**src/rtl/ttyld_pkg.sv**
```systemverilog
package ttyld_pkg;

   localparam int QUEUE_DEPTH = 64;
   localparam int PTR_W = $clog2(QUEUE_DEPTH);
   localparam int CNT_W = $clog2(QUEUE_DEPTH + 1);

   localparam int CHAR_W = 8;
   localparam int KIND_W = 3;
   localparam int OP_W = 2;
   localparam int CSR_INDEX_W = 3;
   localparam int FLAGS_W = 5;

   // request operations
   localparam logic [OP_W-1:0] OP_RECEIVE = 2'd0;
   localparam logic [OP_W-1:0] OP_READ    = 2'd1;
   localparam logic [OP_W-1:0] OP_WRITE   = 2'd2;

   // result kinds
   localparam logic [KIND_W-1:0] KIND_TERM_OUT  = 3'd0;
   localparam logic [KIND_W-1:0] KIND_STORED    = 3'd1;
   localparam logic [KIND_W-1:0] KIND_DROPPED   = 3'd2;
   localparam logic [KIND_W-1:0] KIND_READ_DATA = 3'd3;
   localparam logic [KIND_W-1:0] KIND_READ_END  = 3'd4;
   localparam logic [KIND_W-1:0] KIND_EOF       = 3'd5;
   localparam logic [KIND_W-1:0] KIND_INTR      = 3'd6;
   localparam logic [KIND_W-1:0] KIND_EMPTY     = 3'd7;

   // configuration register indexes
   localparam logic [CSR_INDEX_W-1:0] REG_MODE = 3'd0;
   localparam logic [CSR_INDEX_W-1:0] REG_EOL  = 3'd1;
   localparam logic [CSR_INDEX_W-1:0] REG_EOF  = 3'd2;
   localparam logic [CSR_INDEX_W-1:0] REG_INTR = 3'd3;
   localparam logic [CSR_INDEX_W-1:0] REG_BELL = 3'd4;

   // mode flag bit positions
   localparam int FLAG_ECHO   = 0;
   localparam int FLAG_ECHONL = 1;
   localparam int FLAG_SIG    = 2;
   localparam int FLAG_CANON  = 3;
   localparam int FLAG_BELL   = 4;

   localparam logic [FLAGS_W-1:0] MODE_RESET = 5'd13;
   localparam logic [CHAR_W-1:0]  EOL_RESET  = 8'd10;
   localparam logic [CHAR_W-1:0]  EOF_RESET  = 8'd4;
   localparam logic [CHAR_W-1:0]  INTR_RESET = 8'd3;
   localparam logic [CHAR_W-1:0]  BELL_RESET = 8'd7;

   localparam logic [CHAR_W-1:0] CHAR_CARET = 8'h5E;
   localparam logic [CHAR_W-1:0] CHAR_QUEST = 8'h3F;
   localparam logic [CHAR_W-1:0] CHAR_DEL   = 8'h7F;
   localparam logic [CHAR_W-1:0] CHAR_CTRL  = 8'h40;
   localparam logic [CHAR_W-1:0] PRINT_LO   = 8'h20;
   localparam logic [CHAR_W-1:0] PRINT_HI   = 8'h7E;

   typedef enum logic [3:0] {
      ST_IDLE,
      ST_DISPATCH,
      ST_BELL,
      ST_DROP,
      ST_CARET,
      ST_ECHO,
      ST_STORE,
      ST_EMPTY,
      ST_READ,
      ST_WRITE
   } state_type;

   typedef enum logic [2:0] {
      RES_BELL,
      RES_DROP,
      RES_CARET,
      RES_ECHO,
      RES_STORE,
      RES_EMPTY,
      RES_READ,
      RES_WRITE
   } res_type;

   typedef struct packed {
      logic    load;
      logic    pop;
      logic    emit;
      res_type res;
   } cmd_type;

   typedef struct packed {
      logic [OP_W-1:0] op;
      logic            full;
      logic            empty;
      logic            bell_en;
      logic            echo_en;
      logic            caret;
      logic            out_free;
   } status_type;

endpackage

```
**src/rtl/ttyld_ram.sv**
```systemverilog
module ttyld_ram #(
   parameter int WIDTH = 8,
   parameter int DEPTH = 64
) (
   input  logic                     clock,
   input  logic                     wr_en,
   input  logic [$clog2(DEPTH)-1:0] wr_addr,
   input  logic [WIDTH-1:0]         wr_data,
   input  logic                     rd_en,
   input  logic [$clog2(DEPTH)-1:0] rd_addr,
   output logic [WIDTH-1:0]         rd_data
);

   logic [WIDTH-1:0] mem_ff [DEPTH];
   logic [WIDTH-1:0] rd_data_ff;

   always_ff @(posedge clock) begin
      if (wr_en) begin
         mem_ff[wr_addr] <= wr_data;
      end
      if (rd_en) begin
         rd_data_ff <= mem_ff[rd_addr];
      end
   end

   assign rd_data = rd_data_ff;

endmodule

```
**src/rtl/ttyld_ctrl.sv**
```systemverilog
module ttyld_ctrl (
   input  logic                  clock,
   input  logic                  reset,
   input  logic                  req_tvalid,
   output logic                  req_tready,
   input  ttyld_pkg::status_type status,
   output ttyld_pkg::cmd_type    cmd
);

   ttyld_pkg::state_type state_ff;
   ttyld_pkg::state_type state_in;

   always_ff @(posedge clock) begin
      if (reset) begin
         state_ff <= ttyld_pkg::ST_IDLE;
      end else begin
         state_ff <= state_in;
      end
   end

   always_comb begin
      state_in   = state_ff;
      req_tready = 1'b0;
      cmd.load   = 1'b0;
      cmd.pop    = 1'b0;
      cmd.emit   = 1'b0;
      cmd.res    = ttyld_pkg::RES_WRITE;
      unique case (state_ff)
         ttyld_pkg::ST_IDLE: begin
            req_tready = 1'b1;
            if (req_tvalid) begin
               cmd.load = 1'b1;
               state_in = ttyld_pkg::ST_DISPATCH;
            end
         end
         ttyld_pkg::ST_DISPATCH: begin
            case (status.op)
               ttyld_pkg::OP_RECEIVE: begin
                  if (status.full) begin
                     state_in = status.bell_en ? ttyld_pkg::ST_BELL : ttyld_pkg::ST_DROP;
                  end else if (status.echo_en) begin
                     state_in = status.caret ? ttyld_pkg::ST_CARET : ttyld_pkg::ST_ECHO;
                  end else begin
                     state_in = ttyld_pkg::ST_STORE;
                  end
               end
               ttyld_pkg::OP_READ: begin
                  if (status.empty) begin
                     state_in = ttyld_pkg::ST_EMPTY;
                  end else begin
                     cmd.pop  = 1'b1;
                     state_in = ttyld_pkg::ST_READ;
                  end
               end
               ttyld_pkg::OP_WRITE: state_in = ttyld_pkg::ST_WRITE;
               default: state_in = ttyld_pkg::ST_IDLE;
            endcase
         end
         ttyld_pkg::ST_BELL: begin
            cmd.res  = ttyld_pkg::RES_BELL;
            cmd.emit = status.out_free;
            if (status.out_free) state_in = ttyld_pkg::ST_DROP;
         end
         ttyld_pkg::ST_DROP: begin
            cmd.res  = ttyld_pkg::RES_DROP;
            cmd.emit = status.out_free;
            if (status.out_free) state_in = ttyld_pkg::ST_IDLE;
         end
         ttyld_pkg::ST_CARET: begin
            cmd.res  = ttyld_pkg::RES_CARET;
            cmd.emit = status.out_free;
            if (status.out_free) state_in = ttyld_pkg::ST_ECHO;
         end
         ttyld_pkg::ST_ECHO: begin
            cmd.res  = ttyld_pkg::RES_ECHO;
            cmd.emit = status.out_free;
            if (status.out_free) state_in = ttyld_pkg::ST_STORE;
         end
         ttyld_pkg::ST_STORE: begin
            cmd.res  = ttyld_pkg::RES_STORE;
            cmd.emit = status.out_free;
            if (status.out_free) state_in = ttyld_pkg::ST_IDLE;
         end
         ttyld_pkg::ST_EMPTY: begin
            cmd.res  = ttyld_pkg::RES_EMPTY;
            cmd.emit = status.out_free;
            if (status.out_free) state_in = ttyld_pkg::ST_IDLE;
         end
         ttyld_pkg::ST_READ: begin
            cmd.res  = ttyld_pkg::RES_READ;
            cmd.emit = status.out_free;
            if (status.out_free) state_in = ttyld_pkg::ST_IDLE;
         end
         ttyld_pkg::ST_WRITE: begin
            cmd.res  = ttyld_pkg::RES_WRITE;
            cmd.emit = status.out_free;
            if (status.out_free) state_in = ttyld_pkg::ST_IDLE;
         end
         default: state_in = ttyld_pkg::ST_IDLE;
      endcase
   end

endmodule

```
**src/rtl/ttyld_dp.sv**
```systemverilog
module ttyld_dp (
   input  logic                                clock,
   input  logic                                reset,
   input  logic [ttyld_pkg::OP_W-1:0]          req_op,
   input  logic [ttyld_pkg::CHAR_W-1:0]        req_char,
   input  logic                                csr_we,
   input  logic [ttyld_pkg::CSR_INDEX_W-1:0]   csr_index,
   input  logic [ttyld_pkg::CHAR_W-1:0]        csr_data,
   input  ttyld_pkg::cmd_type                  cmd,
   output ttyld_pkg::status_type               status,
   output logic                                rsp_valid,
   input  logic                                rsp_ready,
   output logic [ttyld_pkg::KIND_W-1:0]        rsp_kind,
   output logic [ttyld_pkg::CHAR_W-1:0]        rsp_char,
   output logic                                rsp_wake,
   output logic                                rsp_last
);

   localparam int PTR_W = ttyld_pkg::PTR_W;
   localparam int CNT_W = ttyld_pkg::CNT_W;
   localparam int CHAR_W = ttyld_pkg::CHAR_W;
   localparam logic [PTR_W-1:0] PTR_LAST = PTR_W'(ttyld_pkg::QUEUE_DEPTH - 1);
   localparam logic [CNT_W-1:0] CNT_FULL = CNT_W'(ttyld_pkg::QUEUE_DEPTH);

   logic [ttyld_pkg::FLAGS_W-1:0] mode_ff;
   logic [CHAR_W-1:0]             eol_ff;
   logic [CHAR_W-1:0]             eof_ff;
   logic [CHAR_W-1:0]             intr_ff;
   logic [CHAR_W-1:0]             bell_ff;

   logic [ttyld_pkg::OP_W-1:0] op_ff;
   logic [CHAR_W-1:0]          char_ff;
   logic [PTR_W-1:0]           head_ff, head_in;
   logic [PTR_W-1:0]           tail_ff, tail_in;
   logic [CNT_W-1:0]           count_ff, count_in;

   logic                        valid_ff, valid_in;
   logic [ttyld_pkg::KIND_W-1:0] kind_ff, kind_in;
   logic [CHAR_W-1:0]           ochar_ff, ochar_in;
   logic                        wake_ff, wake_in;
   logic                        last_ff, last_in;

   logic              push;
   logic [CHAR_W-1:0] rd_char;
   logic              is_eol, is_eof, is_intr;
   logic              rd_eol, rd_eof, rd_intr;
   logic              canon, sig;
   logic [CHAR_W-1:0] shown, ctrl_shown;

   ttyld_ram #(
      .WIDTH (CHAR_W),
      .DEPTH (ttyld_pkg::QUEUE_DEPTH)
   ) u_queue (
      .clock   (clock),
      .wr_en   (push),
      .wr_addr (tail_ff),
      .wr_data (char_ff),
      .rd_en   (cmd.pop),
      .rd_addr (head_ff),
      .rd_data (rd_char)
   );

   always_ff @(posedge clock) begin
      if (reset) begin
         mode_ff <= ttyld_pkg::MODE_RESET;
         eol_ff  <= ttyld_pkg::EOL_RESET;
         eof_ff  <= ttyld_pkg::EOF_RESET;
         intr_ff <= ttyld_pkg::INTR_RESET;
         bell_ff <= ttyld_pkg::BELL_RESET;
      end else if (csr_we) begin
         unique case (csr_index)
            ttyld_pkg::REG_MODE: mode_ff <= csr_data[ttyld_pkg::FLAGS_W-1:0];
            ttyld_pkg::REG_EOL:  eol_ff  <= csr_data;
            ttyld_pkg::REG_EOF:  eof_ff  <= csr_data;
            ttyld_pkg::REG_INTR: intr_ff <= csr_data;
            ttyld_pkg::REG_BELL: bell_ff <= csr_data;
            default: ;
         endcase
      end
   end

   always_ff @(posedge clock) begin
      if (cmd.load) begin
         op_ff   <= req_op;
         char_ff <= req_char;
      end
   end

   assign canon   = mode_ff[ttyld_pkg::FLAG_CANON];
   assign sig     = mode_ff[ttyld_pkg::FLAG_SIG];
   assign is_eol  = (char_ff == eol_ff);
   assign is_eof  = (char_ff == eof_ff);
   assign is_intr = (char_ff == intr_ff);
   assign rd_eol  = (rd_char == eol_ff);
   assign rd_eof  = (rd_char == eof_ff);
   assign rd_intr = (rd_char == intr_ff);

   // caret form: set bit 6, keep seven bits, show DEL as '?'
   assign ctrl_shown = (char_ff | ttyld_pkg::CHAR_CTRL) & ttyld_pkg::CHAR_DEL;
   assign shown = (ctrl_shown == ttyld_pkg::CHAR_DEL) ? ttyld_pkg::CHAR_QUEST : ctrl_shown;

   assign status.op       = op_ff;
   assign status.full     = (count_ff == CNT_FULL);
   assign status.empty    = (count_ff == '0);
   assign status.bell_en  = mode_ff[ttyld_pkg::FLAG_BELL];
   assign status.echo_en  = mode_ff[ttyld_pkg::FLAG_ECHO] ||
                            (mode_ff[ttyld_pkg::FLAG_ECHONL] && is_eol);
   assign status.caret    = !is_eol && ((char_ff < ttyld_pkg::PRINT_LO) ||
                                        (char_ff > ttyld_pkg::PRINT_HI));
   assign status.out_free = !valid_ff || rsp_ready;

   assign push = cmd.emit && (cmd.res == ttyld_pkg::RES_STORE);

   always_comb begin
      head_in  = head_ff;
      tail_in  = tail_ff;
      count_in = count_ff;
      if (push) begin
         tail_in  = (tail_ff == PTR_LAST) ? '0 : tail_ff + PTR_W'(1);
         count_in = count_ff + CNT_W'(1);
      end
      if (cmd.pop) begin
         head_in  = (head_ff == PTR_LAST) ? '0 : head_ff + PTR_W'(1);
         count_in = count_ff - CNT_W'(1);
      end
   end

   always_comb begin
      valid_in = valid_ff && !rsp_ready;
      kind_in  = kind_ff;
      ochar_in = ochar_ff;
      wake_in  = wake_ff;
      last_in  = last_ff;
      if (cmd.emit) begin
         valid_in = 1'b1;
         kind_in  = ttyld_pkg::KIND_TERM_OUT;
         ochar_in = char_ff;
         wake_in  = 1'b0;
         last_in  = 1'b1;
         unique case (cmd.res)
            ttyld_pkg::RES_BELL: begin
               ochar_in = bell_ff;
               last_in  = 1'b0;
            end
            ttyld_pkg::RES_DROP: kind_in = ttyld_pkg::KIND_DROPPED;
            ttyld_pkg::RES_CARET: begin
               ochar_in = ttyld_pkg::CHAR_CARET;
               last_in  = 1'b0;
            end
            ttyld_pkg::RES_ECHO: begin
               ochar_in = status.caret ? shown : char_ff;
               last_in  = 1'b0;
            end
            ttyld_pkg::RES_STORE: begin
               kind_in = ttyld_pkg::KIND_STORED;
               wake_in = (sig && is_intr) || !canon || is_eol || is_eof;
            end
            ttyld_pkg::RES_EMPTY: begin
               kind_in  = ttyld_pkg::KIND_EMPTY;
               ochar_in = '0;
            end
            ttyld_pkg::RES_READ: begin
               ochar_in = rd_char;
               if (canon && rd_eof) begin
                  kind_in  = ttyld_pkg::KIND_EOF;
                  ochar_in = '0;
               end else if (sig && rd_intr) begin
                  kind_in  = ttyld_pkg::KIND_INTR;
                  ochar_in = '0;
               end else if (!canon || rd_eol) begin
                  kind_in = ttyld_pkg::KIND_READ_END;
               end else begin
                  kind_in = ttyld_pkg::KIND_READ_DATA;
               end
            end
            ttyld_pkg::RES_WRITE: kind_in = ttyld_pkg::KIND_TERM_OUT;
            default: ;
         endcase
      end
   end

   always_ff @(posedge clock) begin
      if (reset) begin
         head_ff  <= '0;
         tail_ff  <= '0;
         count_ff <= '0;
         valid_ff <= 1'b0;
      end else begin
         head_ff  <= head_in;
         tail_ff  <= tail_in;
         count_ff <= count_in;
         valid_ff <= valid_in;
      end
   end

   always_ff @(posedge clock) begin
      kind_ff  <= kind_in;
      ochar_ff <= ochar_in;
      wake_ff  <= wake_in;
      last_ff  <= last_in;
   end

   assign rsp_valid = valid_ff;
   assign rsp_kind  = kind_ff;
   assign rsp_char  = ochar_ff;
   assign rsp_wake  = wake_ff;
   assign rsp_last  = last_ff;

endmodule

```
**src/rtl/tty_line_discipline.sv**
```systemverilog
// Terminal line discipline for one line. A receive transfer queues a character in a
// 64-entry receive queue (echoing it, in caret form for non-printables, when enabled);
// a read transfer pops one character and classifies it; a write transfer passes its
// character to terminal output. An item is taken only while the block is idle and
// produces one to three result transfers. Each item is accepted in the idle state, decoded in
// the dispatch state, then gives its results in turn; results leave through a single output
// register, which sets the pace at one result per cycle while the consumer is ready. Operation
// code 3 gives no result. The queue memory has no reset; the fill count guards every read.
module tty_line_discipline (
   input  logic        clock,
   input  logic        reset,
   input  logic        req_tvalid,
   output logic        req_tready,
   input  logic [7:0]  req_tdata,   // [7:0] char_in
   input  logic [1:0]  req_tuser,   // [1:0] operation
   output logic        rsp_tvalid,
   input  logic        rsp_tready,
   output logic [15:0] rsp_tdata,   // [7:0] char_out, [8] wake, [15:9] zero
   output logic [2:0]  rsp_tuser,   // [2:0] kind
   output logic        rsp_tlast,
   input  logic        csr_valid,
   output logic        csr_ready,
   input  logic [2:0]  csr_index,
   input  logic [7:0]  csr_data
);

   ttyld_pkg::cmd_type    cmd;
   ttyld_pkg::status_type status;
   logic [7:0]            rsp_char;
   logic                  rsp_wake;

   assign csr_ready = 1'b1;

   ttyld_ctrl u_ctrl (
      .clock      (clock),
      .reset      (reset),
      .req_tvalid (req_tvalid),
      .req_tready (req_tready),
      .status     (status),
      .cmd        (cmd)
   );

   ttyld_dp u_dp (
      .clock     (clock),
      .reset     (reset),
      .req_op    (req_tuser),
      .req_char  (req_tdata),
      .csr_we    (csr_valid),
      .csr_index (csr_index),
      .csr_data  (csr_data),
      .cmd       (cmd),
      .status    (status),
      .rsp_valid (rsp_tvalid),
      .rsp_ready (rsp_tready),
      .rsp_kind  (rsp_tuser),
      .rsp_char  (rsp_char),
      .rsp_wake  (rsp_wake),
      .rsp_last  (rsp_tlast)
   );

   assign rsp_tdata = {7'd0, rsp_wake, rsp_char};

endmodule

```
**config.mk**
```make
export PLATFORM = sky130hd
export DESIGN_NAME = tty_line_discipline
export DESIGN_NICKNAME = d
export VERILOG_FILES = /design/src/rtl/ttyld_pkg.sv /design/src/rtl/ttyld_ram.sv /design/src/rtl/ttyld_ctrl.sv /design/src/rtl/ttyld_dp.sv /design/src/rtl/tty_line_discipline.sv
export SDC_FILE = /design/constraint.sdc
export NUM_CORES = 1
export LEC_CHECK = 0
export ABC_AREA = 1
export BUFFER_PORTS_ARGS = -buffer_cell sky130_fd_sc_hd__buf_2
export CORE_AREA = 3 3 217 219
export DETAILED_ROUTE_END_ITERATION = 10
export DIE_AREA = 0 0 220 222
export PLACE_DENSITY = 0.76
export SYNTH_ARGS = -nofsm -noshare
export SYNTH_HDL_FRONTEND = slang
export SYNTH_SLANG_ARGS = --single-unit
```
**constraint.sdc**
```tcl
create_clock -name clock -period 2.7 [get_ports clock]
set_input_delay 0.27 -clock clock [delete_from_list [all_inputs] [get_ports clock]]
set_output_delay 0.27 -clock clock [all_outputs]
set_load 0.01 [all_outputs]
```
==> out/metrics.cfg <==
[logic_synthesis]
synth_common_cells = edfxtp_1 (543), nor2_1 (411), o21ai_0 (297)
synth_cells = 2102
synth_area_um2 = 24900
yosys_register_bits = 604
ys.flop_type = edfxtp_1
synth.top_cell.area_share = 0.655
synthAdderAreaFrac = 0.00432
synth_area_per_cell_um2 = 11.8
yosys_warnings = 0
synth_compound_area_frac = 0.126
ys_types = 52
seq_area_frac_synth = 0.704
synth_edf_count = 543
synthArstFlopShare = 0
synth_xor_area_frac = 0.00809
yosys.area.top_type = edfxtp_1
synth_most_common_cell = edfxtp_1
synth_top_family_by_area = compound AO/OA/AOI/OAI gates
muxShareOfSynthArea = 0
yosys.area_share.simple = 0.120
yosys-top-cells-area = edfxtp_1 (66%), nor2_1 (6.2%), o21ai_0 (6.0%), dfxtp_1 (4.9%), nand2_1 (2.7%)

[clock_tree]
clockRootBuffer = clkbuf_16
htreeDepth = 2
cts_made_buffers = 61
cts_max_path_buffers = 3
clkTransAtPathRegs_ns = 0.06
cts_tree = built
clkLatencyLatePin_ns = 0.64
cts.sinks = 604

[floorplan]
pin_count = 49
die_area_um2 = 48800
coreArea_um2 = 45300
start_util = 0.550
rows = 78
die_height_um = 222
dieWidth_um = 220

[critical_path]
startpoint_type = register
crit_fanout = 4
r2r_cells = 15
critPathRequiredTime_ns = 3.28
critical_path_class = register to register
r2r_slack_ns = 0.24
crit_end = u_dp.count_ff[6]$_SDFFE_PP0P_
crit-reg2reg-launch = u_dp.count_ff[0]$_SDFFE_PP0P_
r2r-end = u_dp.count_ff[6]$_SDFFE_PP0P_
cp.arrival_ns = 3.04
startpoint = u_dp.count_ff[0]$_SDFFE_PP0P_
cp-end-kind = register

[drt]
drtAntennaViolNets = 0
first_pass_iters = 5
wl_per_cell_um = 21.9
drt_wl_total_um = 63400
wl_met3_um = 6720
dr_total_vias = 17600
vias_per_cell = 6.09
met1_length_um = 24800
topRoutingLayerUsed = met4
drc = 0
dr.first_iter.drc_count = 2262
route.met2.wl_um = 29700

[layout]
fillers = 3425
nets = 2274
diodes = 0
layout-drive-gt1-share = 0.125
final_area_um2 = 28500
syn2layout_area_growth_pct = 14.6

[timing]
post-route-period-util = 0.913
hold_violations = 0
slew_violations = 0
whs_ns = 0.0967
period_needed_ns = 2.46
setup_viol = 0
rsz0062_at_grt = no
finalSetupTns_ns = 0
max_freq_mhz = 406
max_slew_margin = 0.524
fin_skew_ns = 0.0331
worst_slack_ns = 0.235
tightestPinTransition_ns = 0.711

[flow_run]
maxCapViolations = 0

[pwr]
powerDensity_nw_per_um2 = 757
ir_worst_vdd_mv = 0.610
power.leakage_uw = 0.00990

[worst_hold_path]
min_path_type = input port to register

[placed_design]
port_buffers = 40
placed_cell_area_um2 = 26400
pre_cts_ws_ns = 0.197
place_hpwl_um = 39100
gp_congestion = 0.928

[global_route]
grt_usage = 0.259
grt.overflow.total = 0
grt_pass1_wl_um = 96800
antenna_found_initial = 0
grt_max_degree = 111
grt_pass1_vias = 16900

[status]
outcome = finished, final reports clean

-- worst min path at each step --
stage,from,end,cells after the start
floorplan,req_tdata[0],u_dp.char_ff[0]$_DFFE_PP_,0
global placement,req_tdata[4],u_dp.char_ff[4]$_DFFE_PP_,1
detailed placement,req_tdata[3],u_dp.char_ff[3]$_DFFE_PP_,1
CTS,csr_index[1],u_dp.eol_ff[3]$_SDFFE_PP1P_,4
global route,csr_index[1],u_dp.eol_ff[3]$_SDFFE_PP1P_,4
finish,csr_index[1],u_dp.eol_ff[1]$_SDFFE_PP1P_,3
-- per-stage QoR --
step                std cells  total power (uW)  utilization
finish                   2892             21600        0.630
global route             2892             22300        0.630
CTS                      2892             21600        0.630
detailed placement       2758             13600        0.583
global placement         2758             13500        0.583
floorplan                2108             12600            -
-- final cells by class --
cell class | count | area [um2] | area share
clock buffer | 79 | 1610 | 0.0566
tap | 600 | 751 | 0.0263
multi-input combinational | 1291 | 6450 | 0.226
timing repair buffer | 188 | 1500 | 0.0525
inverter | 94 | 363 | 0.0127
clock inverter | 36 | 313 | 0.0110
sequential | 604 | 17500 | 0.615
-- sequential cells by signal, indices dropped and copies added (netlist names) --
register and count:
u_dp.rsp_valid 1, u_dp.rsp_kind 3, u_dp.rsp_char 8, u_dp.u_queue.rd_data 8
u_dp.intr_ff 8, u_dp.rsp_wake 1, u_dp.count_ff 7, u_dp.eol_ff 8
u_dp.op_ff 2, u_dp.head_ff 6, u_dp.tail_ff 6, u_dp.u_queue.mem_ff 512
u_ctrl.state_ff 4, u_dp.eof_ff 8, u_dp.bell_ff 8, u_dp.rsp_last 1
u_dp.char_ff 8, u_dp.mode_ff 5
-- layer usage --
metal / GRT usage / vias to the layer above
met5: 0 / -
met4: 0.0960 / 0
met3: 0.0440 / 157
met2: 0.405 / 1053
met1: 0.368 / 8464
li1: - / 7927
-- placed cells by master (no fill, tap or decap), types with 40 or more instances in the layout --
cell / instances
clkbuf_16: 61
nand2_1: 180
nand3_1: 63
edfxtp_1: 543
o22ai_1: 84
a21oi_1: 56
buf_4: 118
o21ai_0: 296
dfxtp_1: 58
buf_2: 40
inv_1: 83
nor2_1: 410
o221ai_1: 45
-- logic make-up (layout without fill, tap and decap cells) --
family          after synthesis  after routing
fa+ha+maj                     8              8
compound gates              542            542
xor+xnor                     23             23
flops                       604            604
simple gates                710            710
buf+inv                     213            397
other cells                   2              8
-- power breakdown --
part	internal, uW	switching [uW]	leakage, uW
registers	11000	190	0.00539
logic	596	1670	0.00357
clock network	4680	3480	0.000941
-- what timing repair did --
item,in CTS,in global routing
setup buffers,0,0
gates resized for setup,0,1
endpoints found under the hold margin,38,0
endpoints found under the setup margin,0,1
hold buffers,19,0
-- worst max-delay path, stage by stage, from the launching register on --
cell and delay [ns]:
dfxtp_1 0.31, inv_1 0.14, nand3_1 0.12, nor3_1 0.24
inv_1 0.12, nand4_4 0.11, inv_4 0.05, ha_1 0.35
nand2_1 0.07, o21ai_1 0.21, nand2_1 0.08, nand2_1 0.06
a21oi_1 0.07, o21ai_0 0.22, o21ai_0 0.12, a21oi_1 0.14
Note: power is estimated with default switching activity, not from simulation.
